<file path="config.mk">
export PLATFORM = sky130hd
export DESIGN_NAME = drive_power_state_sequencer_flat
export DESIGN_NICKNAME = d
export VERILOG_FILES = /design/src/sv/dpss_pkg.sv /design/src/sv/dpss_if.sv /design/src/sv/drive_power_state_sequencer.sv /design/src/sv/dpss_axis_step.sv /design/src/flat_wrapper.sv
export SDC_FILE = /design/constraint.sdc
export NUM_CORES = 1
export LEC_CHECK = 0
export BUFFER_PORTS_ARGS = -buffer_cell sky130_fd_sc_hd__buf_2
export CELL_PAD_IN_SITES_DETAIL_PLACEMENT = 1
export CELL_PAD_IN_SITES_GLOBAL_PLACEMENT = 1
export CORE_AREA = 2 2 157 159
export DETAILED_ROUTE_END_ITERATION = 7
export DIE_AREA = 0 0 159 161
export HOLD_SLACK_MARGIN = 0.06
export PLACE_DENSITY = 0.77
export SLEW_MARGIN = 20
export SYNTH_ARGS = -nofsm -noshare
export SYNTH_HDL_FRONTEND = slang
export SYNTH_HIERARCHICAL = 1
export SYNTH_SLANG_ARGS = --single-unit
export TNS_END_PERCENT = 20
</file>
<file path="constraint.sdc">
create_clock -name clock -period 2.94 [get_ports clock]
set_clock_uncertainty 0.05 [all_clocks]
set_input_delay 0.294 -clock clock [delete_from_list [all_inputs] [get_ports clock]]
set_output_delay 0.294 -clock clock [all_outputs]
set_load 0.02 [all_outputs]
</file>
<file path="src/sv/dpss_pkg.sv">
// ----------------------------------------------------------------------------
// Drive power state sequencer package
// Types, state codes, status masks and control words shared by the sequencer.
// ----------------------------------------------------------------------------
`timescale 1ns / 1ps
`default_nettype none

package dpss_pkg;

   localparam int AXIS_W   = 3;
   localparam int OP_W     = 2;
   localparam int STATUS_W = 16;
   localparam int POS_W    = 32;
   localparam int COUNT_W  = 3;
   localparam int CTRL_W   = 8;
   localparam int CW_W     = 16;

   typedef enum logic [2:0] {
      ST_NOT_READY      = 3'd0,
      ST_SWON_DIS       = 3'd1,
      ST_READY          = 3'd2,
      ST_SWITCHED_ON    = 3'd3,
      ST_OP_ENABLED     = 3'd4,
      ST_FAULT_REACTION = 3'd5,
      ST_MALFUNCTION    = 3'd6
   } drive_state_type;

   typedef enum logic [1:0] {
      CMD_NONE  = 2'd0,
      CMD_START = 2'd1,
      CMD_STOP  = 2'd2
   } cmd_type;

   typedef enum logic [1:0] {
      OP_STATUS = 2'd0,
      OP_START  = 2'd1,
      OP_STOP   = 2'd2
   } op_type;

   typedef enum logic [1:0] {
      REPORT_IDLE      = 2'd0,
      REPORT_OPERATING = 2'd1,
      REPORT_FAULT     = 2'd2
   } report_type;

   // control words
   localparam logic [CTRL_W-1:0] CW_SHUTDOWN    = 8'h06;
   localparam logic [CTRL_W-1:0] CW_SWITCH_ON   = 8'h07;
   localparam logic [CTRL_W-1:0] CW_ENABLE_OP   = 8'h0F;
   localparam logic [CTRL_W-1:0] CW_FAULT_RESET = 8'h80;

   // status word masks and patterns (low byte)
   localparam logic [7:0] MASK_4F = 8'h4F;
   localparam logic [7:0] MASK_69 = 8'h69;
   localparam logic [7:0] MASK_6F = 8'h6F;
   localparam logic [7:0] MASK_7F = 8'h7F;

   localparam logic [7:0] SW_NONE        = 8'h00;
   localparam logic [7:0] SW_ON_DISABLED = 8'h40;
   localparam logic [7:0] SW_RDY_ONLY    = 8'h01;
   localparam logic [7:0] SW_READY_QS    = 8'h21;
   localparam logic [7:0] SW_ON_QS       = 8'h23;
   localparam logic [7:0] SW_OPERATING   = 8'h37;

   localparam int SW_BIT_READY = 0;
   localparam int SW_BIT_FAULT = 3;

   typedef struct packed {
      drive_state_type   state;
      cmd_type           cmd;
      logic [CTRL_W-1:0] ctrl;
      report_type        report;
   } axis_state_type;

endpackage

`default_nettype wire

</file>
<file path="src/sv/dpss_if.sv">
// ----------------------------------------------------------------------------
// Drive power state sequencer channels
// Valid/ready channels for requests, responses and the axis count register.
// ----------------------------------------------------------------------------
`timescale 1ns / 1ps
`default_nettype none

interface dpss_req_if;
   logic                                 valid;
   logic                                 ready;
   logic [dpss_pkg::AXIS_W-1:0]          axis;
   logic [dpss_pkg::OP_W-1:0]            operation;
   logic [dpss_pkg::STATUS_W-1:0]        status_word;
   logic signed [dpss_pkg::POS_W-1:0]    actual_position;

   modport source (output valid, axis, operation, status_word, actual_position,
                   input ready);
   modport sink   (input valid, axis, operation, status_word, actual_position,
                   output ready);
endinterface

interface dpss_rsp_if;
   logic                                 valid;
   logic                                 ready;
   logic                                 accepted;
   logic [dpss_pkg::CW_W-1:0]            control_word;
   logic [2:0]                           drive_state;
   logic [1:0]                           axis_report;
   logic                                 target_valid;
   logic signed [dpss_pkg::POS_W-1:0]    target_position;

   modport source (output valid, accepted, control_word, drive_state, axis_report,
                   target_valid, target_position, input ready);
   modport sink   (input valid, accepted, control_word, drive_state, axis_report,
                   target_valid, target_position, output ready);
endinterface

interface dpss_csr_if;
   logic                                 valid;
   logic                                 ready;
   logic [dpss_pkg::COUNT_W-1:0]         axis_count;

   modport source (output valid, axis_count, input ready);
   modport sink   (input valid, axis_count, output ready);
endinterface

`default_nettype wire

</file>
<file path="src/sv/drive_power_state_sequencer.sv">
// ----------------------------------------------------------------------------
// Drive power state sequencer
// Per-axis CiA 402 style power-up sequencing of servo drives.
//
//   channel   dir   payload
//   req_ch    in    axis, operation, status_word, actual_position
//   rsp_ch    out   accepted, control_word, drive_state, axis_report,
//                   target_valid, target_position
//   csr_ch    in    axis_count (always ready)
//
// One request per cycle unless the response stalls; a request passes the
// input register, then the result register, before its response is valid.
// Axis state lives in flops updated at the same edge that loads the result,
// so back-to-back requests on one axis see the previous update. Reset clears
// all axis state at once. A stalled response holds the request register;
// input stalls only when both stages are full.
// ----------------------------------------------------------------------------
`timescale 1ns / 1ps
`default_nettype none

module drive_power_state_sequencer #(
   parameter int NUM_AXES = 6
) (
   input  logic            clock,
   input  logic            reset,
   dpss_req_if.sink        req_ch,
   dpss_rsp_if.source      rsp_ch,
   dpss_csr_if.sink        csr_ch
);

   logic [dpss_pkg::COUNT_W-1:0]        axis_count_ff;

   logic                                in_vld_ff;
   logic [dpss_pkg::AXIS_W-1:0]         in_axis_ff;
   logic [dpss_pkg::OP_W-1:0]           in_op_ff;
   logic [dpss_pkg::STATUS_W-1:0]       in_sw_ff;
   logic signed [dpss_pkg::POS_W-1:0]   in_pos_ff;

   dpss_pkg::axis_state_type            axis_ff [NUM_AXES];

   logic                                rsp_vld_ff;
   logic                                rsp_acc_ff;
   logic [dpss_pkg::CTRL_W-1:0]         rsp_ctrl_ff;
   dpss_pkg::drive_state_type           rsp_state_ff;
   dpss_pkg::report_type                rsp_report_ff;
   logic                                rsp_tv_ff;
   logic signed [dpss_pkg::POS_W-1:0]   rsp_tp_ff;

   dpss_pkg::axis_state_type            cur;
   dpss_pkg::axis_state_type            nxt;
   logic                                axis_hit;
   logic                                step_acc;
   logic                                step_tv;
   logic signed [dpss_pkg::POS_W-1:0]   step_tp;
   logic                                fire;

   assign fire         = in_vld_ff && (!rsp_vld_ff || rsp_ch.ready);
   assign req_ch.ready = !in_vld_ff || fire;
   assign csr_ch.ready = 1'b1;

   // axis below both the programmed count and the built-in axis count
   assign axis_hit = (in_axis_ff < axis_count_ff) && (32'(in_axis_ff) < NUM_AXES);

   always_comb begin
      cur = '0;
      for (int i = 0; i < NUM_AXES; i++) begin
         if (32'(in_axis_ff) == i) begin
            cur = axis_ff[i];
         end
      end
   end

   dpss_axis_step u_step (
      .cur             (cur),
      .axis_hit        (axis_hit),
      .operation       (in_op_ff),
      .status_word     (in_sw_ff),
      .actual_position (in_pos_ff),
      .nxt             (nxt),
      .accepted        (step_acc),
      .target_valid    (step_tv),
      .target_position (step_tp)
   );

   always_ff @(posedge clock) begin
      if (reset) begin
         axis_count_ff <= '0;
      end else if (csr_ch.valid) begin
         axis_count_ff <= csr_ch.axis_count;
      end
   end

   always_ff @(posedge clock) begin
      if (reset) begin
         in_vld_ff <= 1'b0;
      end else if (req_ch.ready) begin
         in_vld_ff <= req_ch.valid;
      end
   end

   always_ff @(posedge clock) begin
      if (req_ch.valid && req_ch.ready) begin
         in_axis_ff <= req_ch.axis;
         in_op_ff   <= req_ch.operation;
         in_sw_ff   <= req_ch.status_word;
         in_pos_ff  <= req_ch.actual_position;
      end
   end

   always_ff @(posedge clock) begin
      if (reset) begin
         for (int i = 0; i < NUM_AXES; i++) begin
            axis_ff[i] <= '0;
         end
      end else if (fire && step_acc) begin
         for (int i = 0; i < NUM_AXES; i++) begin
            if (32'(in_axis_ff) == i) begin
               axis_ff[i] <= nxt;
            end
         end
      end
   end

   always_ff @(posedge clock) begin
      if (reset) begin
         rsp_vld_ff <= 1'b0;
      end else if (fire) begin
         rsp_vld_ff <= 1'b1;
      end else if (rsp_ch.ready) begin
         rsp_vld_ff <= 1'b0;
      end
   end

   always_ff @(posedge clock) begin
      if (fire) begin
         rsp_acc_ff    <= step_acc;
         rsp_ctrl_ff   <= nxt.ctrl;
         rsp_state_ff  <= nxt.state;
         rsp_report_ff <= nxt.report;
         rsp_tv_ff     <= step_tv;
         rsp_tp_ff     <= step_tp;
      end
   end

   assign rsp_ch.valid           = rsp_vld_ff;
   assign rsp_ch.accepted        = rsp_acc_ff;
   assign rsp_ch.control_word    = dpss_pkg::CW_W'(rsp_ctrl_ff);
   assign rsp_ch.drive_state     = rsp_state_ff;
   assign rsp_ch.axis_report     = rsp_report_ff;
   assign rsp_ch.target_valid    = rsp_tv_ff;
   assign rsp_ch.target_position = rsp_tp_ff;

`ifndef NO_ASSERTIONS
   a_rsp_needs_request: assert property (@(posedge clock) disable iff (reset)
      $rose(rsp_vld_ff) |-> $past(in_vld_ff))
      else $error("response appeared without a held request");

   a_target_only_early: assert property (@(posedge clock) disable iff (reset)
      (rsp_vld_ff && rsp_tv_ff) |->
         (rsp_acc_ff && (rsp_state_ff == dpss_pkg::ST_NOT_READY ||
                         rsp_state_ff == dpss_pkg::ST_SWON_DIS)))
      else $error("target echoed outside power-up start");

   a_ignored_quiet: assert property (@(posedge clock) disable iff (reset)
      (rsp_vld_ff && !rsp_acc_ff) |-> (!rsp_tv_ff && rsp_tp_ff == '0))
      else $error("ignored request produced a target");

   a_fire_loads_rsp: assert property (@(posedge clock) disable iff (reset)
      fire |=> rsp_vld_ff)
      else $error("processed request lost");
`endif

endmodule

`default_nettype wire

</file>
<file path="src/sv/dpss_axis_step.sv">
// ----------------------------------------------------------------------------
// Drive power state sequencer axis step
// Next state, control word and target echo for one axis and one request.
// ----------------------------------------------------------------------------
`timescale 1ns / 1ps
`default_nettype none

module dpss_axis_step (
   input  dpss_pkg::axis_state_type             cur,
   input  logic                                 axis_hit,
   input  logic [dpss_pkg::OP_W-1:0]            operation,
   input  logic [dpss_pkg::STATUS_W-1:0]        status_word,
   input  logic signed [dpss_pkg::POS_W-1:0]    actual_position,
   output dpss_pkg::axis_state_type             nxt,
   output logic                                 accepted,
   output logic                                 target_valid,
   output logic signed [dpss_pkg::POS_W-1:0]    target_position
);

   logic [7:0] sw_lo;
   logic [7:0] m4f;

   assign sw_lo = status_word[7:0];
   assign m4f   = sw_lo & dpss_pkg::MASK_4F;

   always_comb begin
      nxt             = cur;
      accepted        = 1'b0;
      target_valid    = 1'b0;
      target_position = '0;
      if (axis_hit) begin
         accepted = 1'b1;
         case (dpss_pkg::op_type'(operation))
            dpss_pkg::OP_STATUS: begin
               if (cur.cmd == dpss_pkg::CMD_START) begin
                  if (status_word[dpss_pkg::SW_BIT_FAULT]) begin
                     nxt.ctrl   = dpss_pkg::CW_FAULT_RESET;
                     nxt.report = dpss_pkg::REPORT_FAULT;
                  end else begin
                     unique case (cur.state)
                        dpss_pkg::ST_NOT_READY: begin
                           // echo position so the drive holds still on enable
                           target_valid    = 1'b1;
                           target_position = actual_position;
                           if (m4f == dpss_pkg::SW_NONE ||
                               m4f == dpss_pkg::SW_ON_DISABLED) begin
                              nxt.ctrl  = dpss_pkg::CW_SHUTDOWN;
                              nxt.state = dpss_pkg::ST_SWON_DIS;
                           end else if (status_word[dpss_pkg::SW_BIT_READY]) begin
                              nxt.state = dpss_pkg::ST_SWON_DIS;
                           end
                        end
                        dpss_pkg::ST_SWON_DIS: begin
                           if (m4f == dpss_pkg::SW_ON_DISABLED) begin
                              nxt.ctrl  = dpss_pkg::CW_SHUTDOWN;
                              nxt.state = dpss_pkg::ST_READY;
                           end else if (m4f == dpss_pkg::SW_RDY_ONLY) begin
                              nxt.state = dpss_pkg::ST_READY;
                           end else if ((sw_lo & dpss_pkg::MASK_69) ==
                                        dpss_pkg::SW_READY_QS) begin
                              nxt.state = dpss_pkg::ST_SWITCHED_ON;
                           end
                        end
                        dpss_pkg::ST_READY: begin
                           if ((sw_lo & dpss_pkg::MASK_6F) == dpss_pkg::SW_READY_QS) begin
                              nxt.ctrl  = dpss_pkg::CW_SWITCH_ON;
                              nxt.state = dpss_pkg::ST_SWITCHED_ON;
                           end
                        end
                        dpss_pkg::ST_SWITCHED_ON: begin
                           if ((sw_lo & dpss_pkg::MASK_6F) == dpss_pkg::SW_ON_QS) begin
                              nxt.ctrl  = dpss_pkg::CW_ENABLE_OP;
                              nxt.state = dpss_pkg::ST_OP_ENABLED;
                           end
                        end
                        dpss_pkg::ST_OP_ENABLED: begin
                           if ((sw_lo & dpss_pkg::MASK_7F) == dpss_pkg::SW_OPERATING) begin
                              nxt.report = dpss_pkg::REPORT_OPERATING;
                           end
                        end
                        dpss_pkg::ST_FAULT_REACTION: begin
                           nxt.ctrl  = dpss_pkg::CW_FAULT_RESET;
                           nxt.state = dpss_pkg::ST_NOT_READY;
                        end
                        default: begin
                           // malfunction: hold until a stop
                        end
                     endcase
                  end
               end else if (cur.cmd == dpss_pkg::CMD_STOP) begin
                  nxt.ctrl   = dpss_pkg::CW_SHUTDOWN;
                  nxt.state  = dpss_pkg::ST_NOT_READY;
                  nxt.report = dpss_pkg::REPORT_IDLE;
                  nxt.cmd    = dpss_pkg::CMD_NONE;
               end
            end
            dpss_pkg::OP_START: nxt.cmd = dpss_pkg::CMD_START;
            dpss_pkg::OP_STOP:  nxt.cmd = dpss_pkg::CMD_STOP;
            default:            accepted = 1'b0;
         endcase
      end
   end

endmodule

`default_nettype wire

</file>
<file path="src/flat_wrapper.sv">
// flat-port wrapper written by rule: the top's interface ports become plain ports
module drive_power_state_sequencer_flat 
#(
   parameter int NUM_AXES = 6
)
  (clock, reset, req_ch_valid, req_ch_axis, req_ch_operation, req_ch_status_word, req_ch_actual_position, req_ch_ready, rsp_ch_valid, rsp_ch_accepted, rsp_ch_control_word, rsp_ch_drive_state, rsp_ch_axis_report, rsp_ch_target_valid, rsp_ch_target_position, rsp_ch_ready, csr_ch_valid, csr_ch_axis_count, csr_ch_ready);
  dpss_req_if req_ch_i ();
  dpss_rsp_if rsp_ch_i ();
  dpss_csr_if csr_ch_i ();
  input  logic clock;
  input  logic reset;
  input wire logic [$bits(req_ch_i.valid)-1:0] req_ch_valid;
  input wire logic [$bits(req_ch_i.axis)-1:0] req_ch_axis;
  input wire logic [$bits(req_ch_i.operation)-1:0] req_ch_operation;
  input wire logic [$bits(req_ch_i.status_word)-1:0] req_ch_status_word;
  input wire logic [$bits(req_ch_i.actual_position)-1:0] req_ch_actual_position;
  output wire logic [$bits(req_ch_i.ready)-1:0] req_ch_ready;
  output wire logic [$bits(rsp_ch_i.valid)-1:0] rsp_ch_valid;
  output wire logic [$bits(rsp_ch_i.accepted)-1:0] rsp_ch_accepted;
  output wire logic [$bits(rsp_ch_i.control_word)-1:0] rsp_ch_control_word;
  output wire logic [$bits(rsp_ch_i.drive_state)-1:0] rsp_ch_drive_state;
  output wire logic [$bits(rsp_ch_i.axis_report)-1:0] rsp_ch_axis_report;
  output wire logic [$bits(rsp_ch_i.target_valid)-1:0] rsp_ch_target_valid;
  output wire logic [$bits(rsp_ch_i.target_position)-1:0] rsp_ch_target_position;
  input wire logic [$bits(rsp_ch_i.ready)-1:0] rsp_ch_ready;
  input wire logic [$bits(csr_ch_i.valid)-1:0] csr_ch_valid;
  input wire logic [$bits(csr_ch_i.axis_count)-1:0] csr_ch_axis_count;
  output wire logic [$bits(csr_ch_i.ready)-1:0] csr_ch_ready;
  assign req_ch_i.valid = req_ch_valid;
  assign req_ch_i.axis = req_ch_axis;
  assign req_ch_i.operation = req_ch_operation;
  assign req_ch_i.status_word = req_ch_status_word;
  assign req_ch_i.actual_position = req_ch_actual_position;
  assign req_ch_ready = req_ch_i.ready;
  assign rsp_ch_valid = rsp_ch_i.valid;
  assign rsp_ch_accepted = rsp_ch_i.accepted;
  assign rsp_ch_control_word = rsp_ch_i.control_word;
  assign rsp_ch_drive_state = rsp_ch_i.drive_state;
  assign rsp_ch_axis_report = rsp_ch_i.axis_report;
  assign rsp_ch_target_valid = rsp_ch_i.target_valid;
  assign rsp_ch_target_position = rsp_ch_i.target_position;
  assign rsp_ch_i.ready = rsp_ch_ready;
  assign csr_ch_i.valid = csr_ch_valid;
  assign csr_ch_i.axis_count = csr_ch_axis_count;
  assign csr_ch_ready = csr_ch_i.ready;
  drive_power_state_sequencer #(.NUM_AXES(NUM_AXES)) u_core (.clock(clock), .reset(reset), .req_ch(req_ch_i), .rsp_ch(rsp_ch_i), .csr_ch(csr_ch_i));
endmodule
</file>
After elaboration in Yosys (flattened, before gate mapping)
Memory sizes are Yosys's and may differ from the RTL's. Index checks and enable logic that the tools add are counted. W data, S select, Z words.

$mul: 0. Shifts and indexed selects: 0. Bitwise operators: 10. Order comparisons: 2. Eq/ne operators: 20. Add/sub/neg operators: 0. Reduce and logical (&&, ||, !) cells: 17. Muxes and demuxes: 68. Div/mod/pow operators: 0.

Operator list (number): $mux W15 (14); $pmux W8 S5 (1); $mux W8 (4); $mux W1 (31); $mux W10 (3); $mux W3 (10); $pmux W3 S5 (1); $eq A3 B2 Y1 const B (4); $eq A3 B3 Y1 const B (4); $eq A6 B5 Y1 const B (2); $logic_not A8 Y1 (1); $eq A7 B6 Y1 const B (1); $eq A3 B1 Y1 const B (2); $logic_not A3 Y1 (2); $mux W2 (3); $or A1 B1 Y1 (6); $pmux W2 S3 (1); $eq A5 B1 Y1 const B (1); $eq A5 B5 Y1 const B (1); $reduce_or A5 Y1 (1); $eq A2 B1 Y1 const B (2); $eq A2 B2 Y1 const B (2); $eq A4 B3 Y1 const B (1); $logic_and A1 B1 Y1 (4); other kinds (9) (15).

Bits in read-only memories: 0. Memory bits (writable): 90. Memories kept: 1. Output and inout port bits: 58. Input port bits: 61. Latch bits: 0. Register bits after elaboration: 96.

Memory list: u_core.axis_ff (depth 6, bits a word 15, rd ports 6, clocked after Yosys merged registers in 0, write ports 6, line drive_power_state_sequencer.sv:39) `dpss_pkg::axis_state_type axis_ff [NUM_AXES];`.

Longest topological paths before layout
Depth in word-level cells: 16. Depth in mapped cells: 12. Depth with buffers taken out: 10.

Hierarchy
Netlist, hierarchy kept.

By module, submodules not included: drive_power_state_sequencer (instances 1, cells each 463, seq. area each 5805.6 um^2, area each 7701.1 um^2); dpss_axis_step (instances 1, cells each 149, seq. area each 0.0 um^2, area each 962.2 um^2).

Worst setup path before layout
No wires, ideal clock.

Path type: reg2reg. Start point: register u_core/in_axis_ff[0] (netlist name). End point: memory u_core/axis_ff[0][0] (netlist name), enable pin. Path buffers: 1. Stages on the path, launching flop included: 9. Path slack: -0.307 ns. Library setup time: 0.390 ns. Period minus slack after synthesis: 3.247 ns. Arrival: 2.807 ns. Required time: 2.500 ns. Cells stage by stage: edfxtp_1 > buf_6 > nand2b_1 > a21o_1 > a221oi_1 > inv_1 > a21oi_1 > nand4_4 > o21bai_1.

RTL lines: start: declaration (line drive_power_state_sequencer.sv:34) `logic [dpss_pkg::AXIS_W-1:0] in_axis_ff;`; start signal: assignment (line drive_power_state_sequencer.sv:103) `in_axis_ff <= req_ch.axis;`; end: declaration (line drive_power_state_sequencer.sv:39).

==> metrics.md <==
| Metric | Value |
|---|---|
| Ports | `119` |
| Dpl hpwl | `14,500 µm` |
| CTS Buf Count | `17` |
| Design Area, Final | `~11,000 µm²` |
| Vias after detailed routing | `6,075` |
| Total grt overflow | `0` |
| Chip Width | `159 µm` |
| Site Rows | `57` |
| # setup viols final | `98` |
| Worst path max stage delay | `0.41 ns` |
| Met1 Use GR | `23.8%` |
| Endpoint type of the worst setup path | `flop` |
| Leak | `approximately 4.1 nW` |
| Avg Cell Area, Syn | `13.9 µm²` |
| Period utilization | `107%` |
| Worst Path Buf+Inv | `3` |
| Met2 Use GR | `a little under two fifths` |
| CTS root buffer | `clkbuf_16` |
| All-Layer GR Usage | `20.5%` |
| GPL Wtd Cong | `0.825` |
| Max Clk Rate | `319 MHz` |
| Hold Crit Class | `in -> reg` |
| Most used cell, CP | `buf_4` |
| Initial core utilization | `35.0%` |
| DRC viols | `0` |
| CTS clock-pin slew for the worst setup and hold paths | `0.08 ns` |
| I/O Buffers | `100` |
| Vias/cell | `5.25` |
| Final setup TNS | `-5.31 ns` |
| Worst-path cell chain | `ha_1 -> a21o_1 -> a221oi_2 -> buf_4 -> or3b_4 -> buf_6 -> nor2_4 -> a41oi_2 -> a311oi_2 -> buf_4 -> nand2_2 -> nor2_1` |
| Nets | `882` |
| Power per Cell Area | `569 nW/µm²` |
| Core area | `24,000 µm²` |
| Pin count of the biggest net entering global routing | `37` |
| Yosys warning count | `6` |
| Max Slew Vio Count | `0` |
| Mapped cell area | `8390 µm²` |
| First-pass GRT wire length | `39,500 µm` |
| Worst VDD drop | `between 0.3 and 0.4 mV` |
| Worst path arrival time | `between 3 and 4 ns` |
| RSZ-0062 raised after global routing | `true` |
| Critical path class | `reg -> reg` |
| DP Worst Slack | `-0.339 ns` |
| Initial DRC count | `582` |
| CP max FO | `6` |
| Rel. slew slack | `about three fifths` |
| Crit path required time | `3.18 ns` |
| Actual slew at the worst max-slew pin | `0.601 ns` |
| Status | `finished with violations` |
| Total Power | `between 6 and 7 mW` |
| M3 GR Usage | `2.82%` |
| Hold Vio Cnt, Final | `0` |
| Number of global-route vias before repair | `6,558` |
| Final antenna-violating net count | `0` |
| Num Clock Sinks | `186` |
| DP Area | `roughly 9600 µm²` |
| Die ar. | `25,600 µm²` |
| WL per Instance | `roughly 24 µm` |
| Die height | `161 µm` |
| TritonRoute pass-1 iters | `5` |
| Clock buffer depth | `2` |
| Total wire length | `27,500 µm` |
| GRT Max-Usage Layer | `met2` |
| WHS | `between 0.06 and 0.07 ns` |
| Failing checks | `setup timing` |
| Period minus WS final | `3.13 ns` |
| Worst skew pair latency | `0.46 ns` |
| CP delay by family, top | `compound AO/OA/AOI/OAI gates` |
| Fin util | `between 40 and 50%` |
| Post-route worst setup slack | `-0.195 ns` |
| CTS tree | `yes` |
| Placed Instances | `about 1.1k` |
| Area grow syn2layout | `31.7%` |
| Final std cells w/o fill | `1,157` |
| CTS H-tree depth | `4` |
| CP Launch Type | `flop` |
| Share of post-route cells with drive strength above 1 | `37.1%` |
| Number of max-cap violations | `0` |
| Post-Syn Instances | `603` |
| Slowest cell on crit path | `a311oi_2` |
| Initial antenna violation count | `1` |
[where the power goes]
group | switching, mW | internal [mW] | total [mW]
logic | 0.475 | 0.331 | 0.805
clock network | 1.24 | 1.17 | 2.41
registers | 0.0505 | 3.03 | 3.08
[timing repair]
item	CTS	global route
pin swaps	16	25
setup endpoints to repair	123	122
gates cloned	0	2
resized for setup	22	47
setup buffers	4	9
hold endpoints to repair	47	0
hold buffers	47	0
[state kept, by name (all words and copies together), names as in the netlist, 3 cells and up]
signal,flops
u_core/rsp_ch.target_position,32
u_core/in_pos_ff,32
u_core/in_axis_ff,3
u_core/axis_ff,90
u_core/rsp_ch.drive_state,3
u_core/axis_count_ff,3
u_core/rsp_ctrl_ff,8
u_core/in_sw_ff,7
[final timing paths]
path                           start                       to  slack, ns  cells after the start
max             u_core/in_axis_ff[1]     u_core/axis_ff[2][2]      -0.19                     12
min reg2reg  u_core/axis_count_ff[1]  u_core/axis_count_ff[1]       0.47                      2
max reg2reg     u_core/in_axis_ff[1]     u_core/axis_ff[2][2]      -0.19                     12
min             csr_ch_axis_count[0]  u_core/axis_count_ff[0]       0.06                      3
[area by class of cell]
type | instances | area, µm²
Inverter | 8 | 30.0
Clock buffer | 17 | 425
Timing Repair Buffer | 236 | 1810
Clock inverter | 15 | 185
Fill cell | 2496 | 12900
Antenna cell | 1 | 2.50
Tap cell | 324 | 405
Multi-Input combinational cell | 370 | 2660
Sequential cell | 186 | 5540
[layout by cell type (no fill, tap or decap), types with 3 or more instances in the layout]
master	n
and2_1	13
mux2i_1	48
nand2_1	30
nor2_2	11
nor2b_1	3
and2_4	16
nor2_1	93
clkinv_8	4
dlygate4sd3_1	47
buf_4	71
clkbuf_16	19
o21bai_1	6
o21a_1	17
conb_1	9
nor2_4	3
nor3_1	4
dfxtp_1	5
o21ai_1	5
a21oi_1	8
nand2b_1	7
o21ai_0	6
and2_2	8
buf_2	100
edfxtp_1	181
inv_8	5
a221oi_2	16
buf_12	9
nand4_4	3
buf_6	7
nand2_2	9
inv_1	8
[worst min-delay path: stages]
cell,delay (ns)
buf_2,0.08
mux2i_1,0.06
nor2_1,0.09
[routing by layer]
layer,vias to the layer above,part of all wire [%]
li1,2629,-
met1,3091,38
met2,263,52
met3,92,4.9
met4,0,5.0
met5,-,0
Note: power is estimated with default switching activity, not from simulation.
